[config.mk]
export PLATFORM = sky130hd
export DESIGN_NAME = analog_stick_to_dpad_core
export DESIGN_NICKNAME = d
export VERILOG_FILES = /design/src/asd_pkg.sv /design/src/analog_stick_to_dpad_core.sv /design/src/asd_mul.sv /design/src/asd_rootdiv.sv
export SDC_FILE = /design/constraint.sdc
export NUM_CORES = 2
export LEC_CHECK = 0
export ABC_AREA = 1
export BUFFER_PORTS_ARGS = -buffer_cell sky130_fd_sc_hd__buf_2
export CORE_MARGIN = 2
export CORE_UTILIZATION = 40
export CTS_BUF_LIST = sky130_fd_sc_hd__clkbuf_8
export DETAILED_ROUTE_END_ITERATION = 12
export HOLD_SLACK_MARGIN = 0.15
export PLACE_DENSITY_LB_ADDON = 0.25
export SLEW_MARGIN = 20
export SYNTH_ARGS = -nofsm -noshare
export SYNTH_HDL_FRONTEND = slang
export SYNTH_HIERARCHICAL = 1
export SYNTH_SLANG_ARGS = --single-unit
[constraint.sdc]
create_clock -name clk -period 9.1 [get_ports clk]
set_clock_uncertainty 0.15 [all_clocks]
set_input_delay 0 -clock clk [delete_from_list [all_inputs] [get_ports clk]]
set_output_delay 0 -clock clk [all_outputs]
set_load 0.03 [all_outputs]
[src/asd_pkg.sv]
// asd_pkg: shared types, constants and helper functions for the analog stick to d-pad block
// depends on nothing; imported by asd_rootdiv and analog_stick_to_dpad_core
`default_nettype none

package asd_pkg;

  localparam int SINE_BITS     = 20;
  localparam int PCT_BITS      = 7;
  localparam int CFG_IDX_BITS  = 3;
  localparam int CFG_DATA_BITS = 20;
  localparam int DIR_BITS      = 4;
  localparam int KEY_BITS      = 4;

  localparam logic [SINE_BITS-1:0] SINE_SCALE      = 20'd1000000;
  localparam logic [PCT_BITS-1:0]  PERCENT_SCALE   = 7'd100;
  localparam logic [11:0]          SPAN_TOP_RESET  = 12'hFFF;
  localparam logic [PCT_BITS-1:0]  PCT_RESET       = 7'd50;
  localparam logic [SINE_BITS-1:0] SINE_LOW_RESET  = 20'd382683;
  localparam logic [SINE_BITS-1:0] SINE_HIGH_RESET = 20'd923880;

  typedef enum logic [CFG_IDX_BITS-1:0] {
    REG_X_MIN_START     = 3'd0,
    REG_X_MAX_START     = 3'd1,
    REG_Y_MIN_START     = 3'd2,
    REG_Y_MAX_START     = 3'd3,
    REG_DEAD_ZONE_PCT   = 3'd4,
    REG_SINE_LOW        = 3'd5,
    REG_SINE_HIGH       = 3'd6
  } reg_idx_t;

  typedef enum logic [DIR_BITS-1:0] {
    DIR_NONE       = 4'd0,
    DIR_RIGHT      = 4'd1,
    DIR_RIGHT_UP   = 4'd2,
    DIR_UP         = 4'd3,
    DIR_LEFT_UP    = 4'd4,
    DIR_LEFT       = 4'd5,
    DIR_LEFT_DOWN  = 4'd6,
    DIR_DOWN       = 4'd7,
    DIR_RIGHT_DOWN = 4'd8
  } dir_t;

  typedef enum logic {
    OP_SQRT = 1'b0,
    OP_DIV  = 1'b1
  } rd_op_t;

  typedef struct packed {
    logic   start;
    rd_op_t op;
  } rd_cmd_t;

  typedef struct packed {
    logic busy;
    logic done;
  } rd_stat_t;

  typedef enum logic [3:0] {
    S_IDLE,
    S_CENTRE,
    S_MX,
    S_MY,
    S_MD,
    S_MN,
    S_RSTART,
    S_ROOT,
    S_MR,
    S_CHK,
    S_DIV,
    S_OUT
  } state_t;

  // bit0 right, bit1 up, bit2 left, bit3 down
  function automatic logic [KEY_BITS-1:0] key_map(input dir_t d);
    logic [KEY_BITS-1:0] k;
    unique case (d)
      DIR_RIGHT:      k = 4'b0001;
      DIR_RIGHT_UP:   k = 4'b0011;
      DIR_UP:         k = 4'b0010;
      DIR_LEFT_UP:    k = 4'b0110;
      DIR_LEFT:       k = 4'b0100;
      DIR_LEFT_DOWN:  k = 4'b1100;
      DIR_DOWN:       k = 4'b1000;
      DIR_RIGHT_DOWN: k = 4'b1001;
      default:        k = 4'b0000;
    endcase
    return k;
  endfunction

  // equality with either threshold gives no direction
  function automatic dir_t pick_dir(input logic [SINE_BITS-1:0] s,
                                    input logic [SINE_BITS-1:0] lo,
                                    input logic [SINE_BITS-1:0] hi,
                                    input dir_t side,
                                    input dir_t diag,
                                    input dir_t vert);
    dir_t d;
    priority if (s < lo) d = side;
    else if (s > lo && s < hi) d = diag;
    else if (s > hi) d = vert;
    else d = DIR_NONE;
    return d;
  endfunction

endpackage

`default_nettype wire

[src/analog_stick_to_dpad_core.sv]
// analog_stick_to_dpad_core: joystick sample pair to four-key d-pad with dead zone and auto-calibration
// depends on asd_pkg, asd_mul and asd_rootdiv
//
// One word in, one word out. Each x/y sample pair widens the per-axis calibration range, is
// centred, and its radius (floor square root) is tested against the dead zone; outside it the
// scaled sine |y|*1000000/radius picks one of eight directions, mapped to four key bits with the
// changed bits reported. The shared root/divide unit runs SAMPLE_BITS + 1 root steps and 20
// quotient steps, and each pair makes five passes through the shared multiplier; a pair in
// the dead zone skips the quotient steps. in_ready is high only between items; a finished
// word waits in the output register while the next pair is taken. Configuration writes are
// taken at any time but are meant for idle periods; writing a start register also reloads
// the matching calibration bound.
`default_nettype none

module analog_stick_to_dpad_core
  import asd_pkg::*;
#(
  parameter int SAMPLE_BITS = 12
) (
  input  logic                      clk,
  input  logic                      rst,
  input  logic                      in_valid,
  output logic                      in_ready,
  input  logic [SAMPLE_BITS-1:0]    x_sample,
  input  logic [SAMPLE_BITS-1:0]    y_sample,
  output logic                      out_valid,
  input  logic                      out_ready,
  output logic [DIR_BITS-1:0]       direction,
  output logic [KEY_BITS-1:0]       pressed_keys,
  output logic [KEY_BITS-1:0]       changed_keys,
  output logic                      sync_flag,
  input  logic                      cfg_valid,
  output logic                      cfg_ready,
  input  logic [CFG_IDX_BITS-1:0]   cfg_index,
  input  logic [CFG_DATA_BITS-1:0]  cfg_data
);

  localparam int SB   = SAMPLE_BITS;
  localparam int RB   = SB + 1;
  localparam int AW   = SB + 1;
  localparam int BW   = SINE_BITS;
  localparam int MW   = AW + BW;
  localparam int SUMW = 2*SB + 1;
  localparam int NW   = SB + SINE_BITS;

  state_t state;
  state_t state_next;

  logic [SB-1:0]        x_low_seen;
  logic [SB-1:0]        x_high_seen;
  logic [SB-1:0]        y_low_seen;
  logic [SB-1:0]        y_high_seen;
  logic [PCT_BITS-1:0]  pct;
  logic [SINE_BITS-1:0] sine_low;
  logic [SINE_BITS-1:0] sine_high;
  logic [KEY_BITS-1:0]  key_bits;

  logic [SB-1:0]        xs;
  logic [SB-1:0]        ys;
  logic [SB-1:0]        ax;
  logic [SB-1:0]        ay;
  logic                 x_lt0;
  logic                 x_eq0;
  logic                 y_lt0;
  logic                 y_eq0;
  logic [SB-2:0]        mean;
  logic [SUMW-1:0]      sum;
  logic [MW-1:0]        dead_prod;
  logic [NW-1:0]        numer;
  logic [RB-1:0]        r;
  dir_t                 dir;

  logic                 in_acc;
  logic                 cfg_acc;
  logic                 ld_out;
  logic                 in_dead;

  logic [SB:0]          x_mid_sum;
  logic [SB:0]          y_mid_sum;
  logic [SB-1:0]        x_mid;
  logic [SB-1:0]        y_mid;
  logic [SB-2:0]        x_half;
  logic [SB-2:0]        y_half;
  logic [SB-1:0]        half_sum;

  logic [AW-1:0]        mul_a;
  logic [BW-1:0]        mul_b;
  logic [MW-1:0]        prod;

  rd_cmd_t              rd_cmd;
  rd_stat_t             rd_stat;
  logic [RB-1:0]        rd_root;
  logic [SINE_BITS-1:0] rd_quot;

  dir_t                 dir_pick;
  logic [KEY_BITS-1:0]  keys_new;

  assign in_ready  = (state == S_IDLE);
  assign cfg_ready = 1'b1;
  assign in_acc    = in_valid && in_ready;
  assign cfg_acc   = cfg_valid && cfg_ready;
  assign ld_out    = (state == S_OUT) && (!out_valid || out_ready);

  // centring and dead zone span
  always_comb begin
    x_mid_sum = {1'b0, x_low_seen} + {1'b0, x_high_seen};
    y_mid_sum = {1'b0, y_low_seen} + {1'b0, y_high_seen};
    x_mid     = x_mid_sum[SB:1];
    y_mid     = y_mid_sum[SB:1];
    x_half    = (x_high_seen < x_low_seen) ? '0 : (SB-1)'((x_high_seen - x_low_seen) >> 1);
    y_half    = (y_high_seen < y_low_seen) ? '0 : (SB-1)'((y_high_seen - y_low_seen) >> 1);
    half_sum  = {1'b0, x_half} + {1'b0, y_half};
  end

  assign in_dead = (r == '0) || (prod <= dead_prod);

  // quadrant order: right-up, left-up, left-down, right-down
  always_comb begin
    priority if (!x_lt0 && !y_lt0)
      dir_pick = pick_dir(rd_quot, sine_low, sine_high, DIR_RIGHT, DIR_RIGHT_UP, DIR_UP);
    else if ((x_lt0 || x_eq0) && !y_lt0)
      dir_pick = pick_dir(rd_quot, sine_low, sine_high, DIR_LEFT, DIR_LEFT_UP, DIR_UP);
    else if ((x_lt0 || x_eq0) && (y_lt0 || y_eq0))
      dir_pick = pick_dir(rd_quot, sine_low, sine_high, DIR_LEFT, DIR_LEFT_DOWN, DIR_DOWN);
    else
      dir_pick = pick_dir(rd_quot, sine_low, sine_high, DIR_RIGHT, DIR_RIGHT_DOWN, DIR_DOWN);
  end

  assign keys_new = key_map(dir);

  // sequencer
  always_comb begin
    state_next = state;
    mul_a      = '0;
    mul_b      = '0;
    rd_cmd     = '{start: 1'b0, op: OP_SQRT};
    unique case (state)
      S_IDLE: begin
        if (in_valid) state_next = S_CENTRE;
      end
      S_CENTRE: begin
        state_next = S_MX;
      end
      S_MX: begin
        mul_a      = AW'(ax);
        mul_b      = BW'(ax);
        state_next = S_MY;
      end
      S_MY: begin
        mul_a      = AW'(ay);
        mul_b      = BW'(ay);
        state_next = S_MD;
      end
      S_MD: begin
        mul_a      = AW'(mean);
        mul_b      = BW'(pct);
        state_next = S_MN;
      end
      S_MN: begin
        mul_a      = AW'(ay);
        mul_b      = SINE_SCALE;
        state_next = S_RSTART;
      end
      S_RSTART: begin
        rd_cmd     = '{start: 1'b1, op: OP_SQRT};
        state_next = S_ROOT;
      end
      S_ROOT: begin
        if (rd_stat.done) state_next = S_MR;
      end
      S_MR: begin
        mul_a      = AW'(r + 1'b1);
        mul_b      = BW'(PERCENT_SCALE);
        state_next = S_CHK;
      end
      S_CHK: begin
        if (in_dead) begin
          state_next = S_OUT;
        end else begin
          rd_cmd     = '{start: 1'b1, op: OP_DIV};
          state_next = S_DIV;
        end
      end
      S_DIV: begin
        if (rd_stat.done) state_next = S_OUT;
      end
      S_OUT: begin
        if (!out_valid || out_ready) state_next = S_IDLE;
      end
      default: begin
        state_next = S_IDLE;
      end
    endcase
  end

  always_ff @(posedge clk) begin
    if (rst) begin
      state <= S_IDLE;
    end else begin
      state <= state_next;
    end
  end

  // calibration, configuration, key state and output handshake
  always_ff @(posedge clk) begin
    if (rst) begin
      x_low_seen  <= '0;
      x_high_seen <= SB'(SPAN_TOP_RESET);
      y_low_seen  <= '0;
      y_high_seen <= SB'(SPAN_TOP_RESET);
      pct         <= PCT_RESET;
      sine_low    <= SINE_LOW_RESET;
      sine_high   <= SINE_HIGH_RESET;
      key_bits    <= '0;
      out_valid   <= 1'b0;
    end else begin
      if (cfg_acc) begin
        unique case (reg_idx_t'(cfg_index))
          REG_X_MIN_START:   x_low_seen  <= cfg_data[SB-1:0];
          REG_X_MAX_START:   x_high_seen <= cfg_data[SB-1:0];
          REG_Y_MIN_START:   y_low_seen  <= cfg_data[SB-1:0];
          REG_Y_MAX_START:   y_high_seen <= cfg_data[SB-1:0];
          REG_DEAD_ZONE_PCT: pct         <= cfg_data[PCT_BITS-1:0];
          REG_SINE_LOW:      sine_low    <= cfg_data[SINE_BITS-1:0];
          REG_SINE_HIGH:     sine_high   <= cfg_data[SINE_BITS-1:0];
          default: ;
        endcase
      end
      if (in_acc) begin
        if (x_sample > x_high_seen) x_high_seen <= x_sample;
        if (x_sample < x_low_seen)  x_low_seen  <= x_sample;
        if (y_sample > y_high_seen) y_high_seen <= y_sample;
        if (y_sample < y_low_seen)  y_low_seen  <= y_sample;
      end
      if (ld_out) begin
        key_bits  <= keys_new;
        out_valid <= 1'b1;
      end else if (out_ready) begin
        out_valid <= 1'b0;
      end
    end
  end

  // working registers
  always_ff @(posedge clk) begin
    if (in_acc) begin
      xs <= x_sample;
      ys <= y_sample;
    end
    unique case (state)
      S_CENTRE: begin
        x_lt0 <= (xs < x_mid);
        x_eq0 <= (xs == x_mid);
        y_lt0 <= (ys > y_mid);
        y_eq0 <= (ys == y_mid);
        ax    <= (xs < x_mid) ? (x_mid - xs) : (xs - x_mid);
        ay    <= (ys < y_mid) ? (y_mid - ys) : (ys - y_mid);
        mean  <= half_sum[SB-1:1];
      end
      S_MY: begin
        sum <= SUMW'(prod);
      end
      S_MD: begin
        sum <= sum + SUMW'(prod);
      end
      S_MN: begin
        dead_prod <= prod;
      end
      S_RSTART: begin
        numer <= NW'(prod);
      end
      S_ROOT: begin
        if (rd_stat.done) r <= rd_root;
      end
      S_CHK: begin
        if (in_dead) dir <= DIR_NONE;
      end
      S_DIV: begin
        if (rd_stat.done) dir <= dir_pick;
      end
      default: ;
    endcase
    if (ld_out) begin
      direction    <= dir;
      changed_keys <= keys_new ^ key_bits;
      sync_flag    <= |(keys_new ^ key_bits);
    end
  end

  assign pressed_keys = key_bits;

  asd_mul #(
    .A_BITS(AW),
    .B_BITS(BW)
  ) u_mul (
    .clk  (clk),
    .a    (mul_a),
    .b    (mul_b),
    .prod (prod)
  );

  asd_rootdiv #(
    .SAMPLE_BITS(SB)
  ) u_rootdiv (
    .clk      (clk),
    .rst      (rst),
    .cmd      (rd_cmd),
    .radicand (sum),
    .dividend (numer),
    .divisor  (r),
    .stat     (rd_stat),
    .root     (rd_root),
    .quotient (rd_quot)
  );

`ifndef SYNTHESIS
  a_busy_after_accept: assert property (@(posedge clk) disable iff (rst)
    in_acc |=> !in_ready)
    else $error("took a new word while one is in flight");

  a_calibration_covers: assert property (@(posedge clk) disable iff (rst)
    (in_acc && !cfg_acc) |=>
      (x_low_seen <= $past(x_sample)) && (x_high_seen >= $past(x_sample)) &&
      (y_low_seen <= $past(y_sample)) && (y_high_seen >= $past(y_sample)))
    else $error("calibration range does not cover the sample");

  a_none_no_keys: assert property (@(posedge clk) disable iff (rst)
    (out_valid && direction == DIR_NONE) |-> (pressed_keys == '0))
    else $error("keys pressed with no direction");

  a_sync_matches: assert property (@(posedge clk) disable iff (rst)
    out_valid |-> (sync_flag == (changed_keys != '0)))
    else $error("sync flag disagrees with changed keys");
`endif

endmodule

`default_nettype wire

[src/asd_mul.sv]
// asd_mul: shared multiplier with registered product
// depends on nothing; used by analog_stick_to_dpad_core for squares and scaled products
`default_nettype none

module asd_mul #(
  parameter int A_BITS = 13,
  parameter int B_BITS = 20
) (
  input  logic                       clk,
  input  logic [A_BITS-1:0]          a,
  input  logic [B_BITS-1:0]          b,
  output logic [A_BITS+B_BITS-1:0]   prod
);

  always_ff @(posedge clk) begin
    prod <= (A_BITS+B_BITS)'(a) * (A_BITS+B_BITS)'(b);
  end

endmodule

`default_nettype wire

[src/asd_rootdiv.sv]
// asd_rootdiv: iterative floor square root and restoring divider on one compare-subtract unit
// depends on asd_pkg; used by analog_stick_to_dpad_core
`default_nettype none

module asd_rootdiv
  import asd_pkg::*;
#(
  parameter int SAMPLE_BITS = 12
) (
  input  logic                              clk,
  input  logic                              rst,
  input  rd_cmd_t                           cmd,
  input  logic [2*SAMPLE_BITS:0]            radicand,
  input  logic [SAMPLE_BITS+SINE_BITS-1:0]  dividend,
  input  logic [SAMPLE_BITS:0]              divisor,
  output rd_stat_t                          stat,
  output logic [SAMPLE_BITS:0]              root,
  output logic [SINE_BITS-1:0]              quotient
);

  localparam int RB = SAMPLE_BITS + 1;
  localparam int W  = RB + 3;
  localparam int QW = (RB > SINE_BITS) ? RB : SINE_BITS;
  localparam int SW = (2*RB > SINE_BITS) ? 2*RB : SINE_BITS;
  localparam int CW = $clog2(QW + 1);

  logic [W-1:0]  rem;
  logic [QW-1:0] q;
  logic [SW-1:0] src;
  logic [CW-1:0] cnt;
  logic          busy;
  logic          done;
  rd_op_t        op;

  logic [W-1:0]  a;
  logic [W-1:0]  b;
  logic [W-1:0]  diff;
  logic          ge;

  // shared compare-subtract unit
  always_comb begin
    if (op == OP_SQRT) begin
      a = {rem[W-3:0], src[SW-1 -: 2]};
      b = W'({q[RB-1:0], 2'b01});
    end else begin
      a = {rem[W-2:0], src[SW-1]};
      b = W'(divisor);
    end
    diff = a - b;
    ge   = (a >= b);
  end

  always_ff @(posedge clk) begin
    if (rst) begin
      busy <= 1'b0;
      done <= 1'b0;
      cnt  <= '0;
    end else begin
      done <= 1'b0;
      if (cmd.start) begin
        busy <= 1'b1;
        op   <= cmd.op;
        q    <= '0;
        if (cmd.op == OP_SQRT) begin
          cnt <= CW'(RB);
          rem <= '0;
          src <= SW'(radicand) << (SW - 2*RB);
        end else begin
          cnt <= CW'(SINE_BITS);
          // quotient fits in SINE_BITS, so the upper part is already below the divisor
          rem <= W'(dividend[SAMPLE_BITS+SINE_BITS-1:SINE_BITS]);
          src <= SW'(dividend[SINE_BITS-1:0]) << (SW - SINE_BITS);
        end
      end else if (busy) begin
        rem <= ge ? diff : a;
        q   <= {q[QW-2:0], ge};
        src <= (op == OP_SQRT) ? (src << 2) : (src << 1);
        cnt <= cnt - 1'b1;
        if (cnt == CW'(1)) begin
          busy <= 1'b0;
          done <= 1'b1;
        end
      end
    end
  end

  assign stat     = '{busy: busy, done: done};
  assign root     = q[RB-1:0];
  assign quotient = q[SINE_BITS-1:0];

`ifndef SYNTHESIS
  a_no_restart: assert property (@(posedge clk) disable iff (rst)
    cmd.start |-> !busy)
    else $error("rootdiv started while busy");

  a_done_idle: assert property (@(posedge clk) disable iff (rst)
    done |-> !busy)
    else $error("rootdiv done while still busy");

  a_last_step: assert property (@(posedge clk) disable iff (rst)
    (busy && !cmd.start && cnt == CW'(1)) |=> (done && !busy))
    else $error("rootdiv missed its final step");
`endif

endmodule

`default_nettype wire

# Word-level counts from Yosys, hierarchy flattened
# Memory sizes are Yosys's and may differ from the RTL's. A register that Yosys moved wholly into a read port is not among the register bits.
# Index checks and enable logic that the tools add are counted.
totals:
  register_bits: 385
  rom_bits: 64
  out_inout_bits: 16
  word_cells: 192
  mem_count: 1
mem_list:
  columns: ["memory", "words", "word_bits", "read_ports", "rd_clocked_by_memory_dff", "write_ports", "line", "rtl"]
  rows:
  - ["(name not given)", 16, 4, 1, 1, 0, "asd_pkg.sv:76", "unique case (d)"]
op_classes:
  add_sub_neg: 13
  multipliers: 1
  magnitude_cmp: 15
  n_eq_ne: 25
  mux: 68
  bitwise_logic: 3
  reduce_logical: 31
op_table:
  columns: ["cell", "n"]
  rows:
  - ["$mux 12", 19]
  - ["$mux 26", 4]
  - ["$pmux 20 s5", 1]
  - ["$lt 12x12->1", 6]
  - ["$sub 12x12->12", 6]
  - ["$mux 15", 4]
  - ["$mux 4", 14]
  - ["$pmux 13 s4", 1]
  - ["$pmux 25 s2", 1]
  - ["$pmux 4 s12", 1]
  - ["$gt 20x20->1", 2]
  - ["$lt 20x20->1", 2]
  - ["$gt 12x12->1", 3]
  - ["$le 33x33->1", 1]
  - ["$mul 13x20->33", 1]
  - ["$add 12x12->13", 2]
  - ["$add 25x25->25", 1]
  - ["$eq 12x12->1", 2]
  - ["$mux 11", 2]
  - ["$mux 20", 1]
  - ["$eq 4x3->1 const B", 4]
  - ["$eq 4x4->1 const B", 4]
  - ["$ge 16x15->1", 1]
  - ["$mux 16", 1]
  - ["33 further kinds", 72]

# Logic depth before layout (Yosys ltp)
depth:
  word_depth: 10
  ltp_mapped: 35
  ltp_nobuf: 34

# Cells and area by module
# Netlist, hierarchy kept.
by_module_without_submodules:
  columns: ["mod", "n_inst", "cells_per_inst", "area_per_inst_um2", "seq_area_each_um2"]
  rows:
  - ["analog_stick_to_dpad_core", 1, 2528, 20061.7, 7507.2]
  - ["asd_mul", 1, 1384, 9903.2, 660.6]
  - ["asd_rootdiv", 1, 665, 4895.9, 2001.9]

# Worst setup path after synthesis
# No wires, ideal clock.
synth_path:
  path_kind: "flip-flop to flip-flop"
  startpoint: "register state[2]"
  endpoint: "register u_mul.prod[30]"
  t_arrival_ns: 6.845
  setup_slack_ns: 1.993
  path_stages_with_launch: 31
  cell_sequence: "dfxtp_1 -> inv_1 -> nor2_1 -> inv_1 -> nor2_1 -> inv_1 -> nand2_1 -> clkbuf_1 -> nand2_1 -> o2111ai_1 -> clkbuf_1 -> nand2_1 -> fa_1 -> inv_1 -> fa_1 -> fa_1 -> fa_1 -> inv_1 -> fa_1 -> inv_1 -> ha_1 -> nand2_1 -> inv_1 -> nand2_1 -> nand2_1 -> nand2_1 -> nand2_1 -> a21oi_1 -> nand2_1 -> nand2_1 -> nand2_1"
synth_between:
  elab_chain_cells: 4
  word_cells_on_any_way: 9
  cone_classes: "mul (1); eq/ne (5); mux (2); reduce/logical (1)"
synth_lines:
  columns: ["item", "line", "rtl"]
  rows:
  - ["from (decl)", "analog_stick_to_dpad_core.sv:46", "state_t state;"]
  - ["from (signal assigned)", "analog_stick_to_dpad_core.sv:200", "state <= state_next;"]
  - ["$eq 4x3->1 / $eq 4x2->1 (equally long branches)", "analog_stick_to_dpad_core.sv:137", "unique case (state)"]
  - ["$reduce_or 2->1 (no source line)", null, null]
  - ["$pmux 13 s4 (*)", "analog_stick_to_dpad_core.sv:137", null]
  - ["via mul_a[7]", "analog_stick_to_dpad_core.sv:86", "logic [AW-1:0] mul_a;"]
  - ["$mul 13x20->33 (*)", "asd_mul.sv:16", "prod <= (A_BITS+B_BITS)'(a) * (A_BITS+B_BITS)'(b);"]
  - ["to (signal assigned)", "asd_mul.sv:16", null]
  - ["to (decl)", "asd_mul.sv:12", "output logic [A_BITS+B_BITS-1:0] prod"]
# The timed path passes the listed nets; every way through them passes the cells marked *.
# A chain may end at the register's enable or synchronous reset.

# Final worst setup path
layout_path:
  startpoint: "register state[2]"
  endpoint: "register u_mul.prod[31]"
# The elaborated chain is that of the path after synthesis.

==> results.md <==
Outcome:
- The run finished with clean final reports.

Cells and area:
- The layout filler cell count is around 9000.
- From synthesis to final layout, the design area changed by 11.7%.
- The net count reported at finish is about 5300.
- The finished layout holds between 5000 and 6000 standard cells, fillers aside.
- The library cells used most frequently in the layout, excluding fill and tap cells, are nand2_1 (1225), inv_1 (984), ha_1 (342), a21oi_1 (242), edfxtp_1 (240).
- The most frequent standard cell in the layout excluding fill and tap cells is nand2_1.
- The ratio of cells with drive above 1 in the final layout is 6.13%.

Routing:
- The routed design has just under 100000 µm of wire.
- The routed length on met1 is 43200 µm.
- The starting DRC count in detailed routing is just under 2000.
- The first-pass iteration count of the detailed router is 5.
- The routed wirelength normalized by instance count is 16.4 µm.
- Summed over all nets, wire length on met2 after detailed routing comes to around 47000 µm.
- The highest metal layer with signal wires is met4.
- The routed length on met3 is 5270 µm.
- Detailed routing inserted a total of 29400 vias.
- After detailed routing, the number of vias per cell comes to 4.96.
- The post-detailed-route DRC marker count is 0.
- Once detail routing completed, the nets flagged for antenna violations numbered 0.

Power:
- The switching fraction of total power is 47.9%.
- The internal power component is 5.32 mW.
- The analysis attributes to cell leakage a power of 20.0 nW.
- IR analysis of the VDD net gives a maximum drop of 0.000148 V.
- The share of total power dissipated in combinational logic is between 50 and 60%.
- The power share of the clock group is 16.8%.
- Sequential cells account for 25.5% of the total power.
- The total power density per cell area is between 200 and 300 nW/µm².
- Summed over all nets, the switching power comes to 4.89 mW.

Worst setup path:
- Across all register-to-register paths, the minimum setup slack is between 1.5 and 2 ns.
- The worst flop-to-flop path startpoint is state[2]$_SDFFE_PP0P_.
- The delay of the slowest cell on the worst path is just under 0.8 ns.
- The endpoint of the worst-slack reg-to-reg timing path is u_mul/prod[31]$_DFF_P_.
- The worst setup path is launched from a flop.
- STA puts the critical path data required time at about 9.5 ns.
- The path type of the worst setup path is flop to flop.
- At the worst endpoint, the arrival time is around 7.7 ns.
- The critical path's most frequent cell is inv_1.
- STA classifies the critical path endpoint as a flop.
- The maximum net fanout on the critical path is 34.
- The library cell contributing the largest single delay on the critical path is nor2_4.
- Measured in cells, the most critical reg-to-reg path has a length of 25.

Clocking:
- The maximum clock path buffer count is 3.
- The number of buffers inserted by post-CTS setup repair is 0.
- TritonCTS built the clock tree.
- The count of H-tree levels built during CTS is 3.
- The total clock sinks is just under 400.
- The number of gates resized after CTS was 0.
- The clock insertion delay at the later pin of the skew report is 0.67 ns.
- Clock tree synthesis selected as its root buffer the cell clkbuf_8.
- After clock tree synthesis, the clock-pin slew on the worst setup and hold paths is ~0.06 ns.
- Clock tree synthesis inserted a total of 70 buffers.

Floorplanning:
- The core footprint is 86600 µm².
- The floorplan die width is 299 µm.
- The die is 299 µm tall.
- The starting utilization of the core area is just over 40%.
- The die covers approximately 90000 µm².
- The number of primary I/O pins is between 60 and 70.
- Row generation in the floorplan step produced roughly 110 rows.

Timing:
- In the finished design, the share of the clock period the worst path needs comes to 80.0%.
- The final critical path time including I/O delays and setup is 7.28 ns.
- Headroom to the max-slew limit came out at about a quarter.
- For this run, the top clock speed supported by timing is roughly 140 MHz.
- The transition time of the tightest slew-check pin is roughly 1.1 ns.
- The max-slew violation count came to 0.
- Setup repair after global routing left no endpoint under its margin.
- The setup-violating endpoint count in the final report is 0.
- Summed over all failing endpoints, the final setup total negative slack is 0 ns.
- The number of hold violations in the final report is 0.

Placement:
- The placer congestion estimate is a little over 0.9.
- The number of buffers inserted by port buffering is 66.
- After detailed placement, the design holds a cell count of ~5700.
- Once detailed placement completed, the half-perimeter wirelength came to around 74000 µm.

Synth:
- The gate count after technology mapping is 4576.
- The number of warnings reported in the yosys synthesis log is 6.
- The synthesized area divided by synthesized cell count is roughly 7.6 µm².
- In this run the cell area of the synthesized design comes to about 35000 µm².

Run:
- The total of max-cap violations is 0.

GRT:
- Global routing finished with a remaining overflow of 0.
- The largest net degree at the start of global routing is ~70.
- The first-pass GRT wire length is roughly 160000 µm.
- The aggregate global-route resource usage is between 20% and 30%.
- The via count of the first global-routing pass is slightly below 30000.
- The initial antenna violation count is 3.

Worst hold path:
- The worst hold path depth is 6.
- The path class of the tightest hold or removal check is primary input to flop.
- For hold timing, the worst endpoint is y_low_seen[9]$_SDFF_PP0_.
- The worst hold path startpoint is y_sample[9].
==> worst max path at each step <==
stage                                   to  depth (start not counted)             startpoint
CTS                 u_mul/prod[31]$_DFF_P_                         28  state[2]$_SDFFE_PP0P_
detailed placement  u_mul/prod[29]$_DFF_P_                         31  state[2]$_SDFFE_PP0P_
finish              u_mul/prod[31]$_DFF_P_                         25  state[2]$_SDFFE_PP0P_
floorplan           u_mul/prod[30]$_DFF_P_                         30  state[2]$_SDFFE_PP0P_
global placement    u_mul/prod[25]$_DFF_P_                         25  state[2]$_SDFFE_PP0P_
global route        u_mul/prod[31]$_DFF_P_                         28  state[2]$_SDFFE_PP0P_
==> metal layers <==
| metal | vias to the layer above | global-route usage [%] |
|---|---|---|
| met5 | - | 0 |
| li1 | 14700 | - |
| met1 | 13900 | 28.9 |
| met3 | 148 | 2.84 |
| met2 | 727 | 37.6 |
| met4 | 0 | 6.57 |
==> sequential cells by signal, indices dropped and copies added, names as in the netlist, 5 cells and up <==
signal and flops:
dead_prod 33, u_mul/prod 33, numer 32, u_rootdiv/src 26
sum 25, sine_high 20, sine_low 20, u_rootdiv/quotient 20
u_rootdiv/rem 15, r 13, ax 12, ay 12
x_high_seen 12, x_low_seen 12, xs 12, y_high_seen 12
y_low_seen 12, ys 12, mean 11, pct 7
u_rootdiv/cnt 5
==> metrics by stage <==
stage	utilization [%]	hold WS, ns	worst slack (ns)	total power [mW]	cell area [µm²]
2_1_floorplan	-	-0.0809	1.99	6.82	34900
3_3_place_gp	41.9	0.0494	1.86	8.39	36300
6_report	45.0	0.199	1.82	10.2	38900
5_1_grt	45.0	0.192	1.14	11.2	38900
4_1_cts	44.9	0.151	1.77	10.2	38900
3_5_place_dp	41.9	0.0530	1.81	8.46	36300
==> critical path, delay by kind of cell, from the launching register on <==
| kind | cells | cell delay (ns) |
|---|---|---|
| buf+inv | 6 | 0.61 |
| simple gates | 12 | 2.91 |
| flops | 1 | 0.38 |
| fa+ha+maj | 6 | 2.93 |
| compound gates | 1 | 0.15 |
==> power by group through the flow <==
stage | logic [mW] | registers [mW] | clock network (mW)
floorplan | 4.31 | 2.52 | 0
global placement | 5.75 | 2.65 | 0
detailed placement | 5.81 | 2.65 | 0
CTS | 5.87 | 2.61 | 1.76
global route | 6.70 | 2.63 | 1.84
finish | 5.89 | 2.60 | 1.72
==> what timing repair did <==
action / 4_1_cts / 5_1_grt
hold buffers: 115 / 0
endpoints found under the setup margin: 0 / 0
endpoints found under the hold margin: 168 / 0
==> layout make-up <==
type	count	area (µm²)	share of cell area [%]
diodes	1	2.50	0.00643
clock buffers	81	1110	2.86
clock inverters	47	319	0.819
inverters	974	3660	9.39
multi-input cells	3080	20500	52.6
flip-flops and latches	388	10200	26.1
well taps	1155	1450	3.71
repair buffers	212	1740	4.46
(Power assumes the default switching activity.)
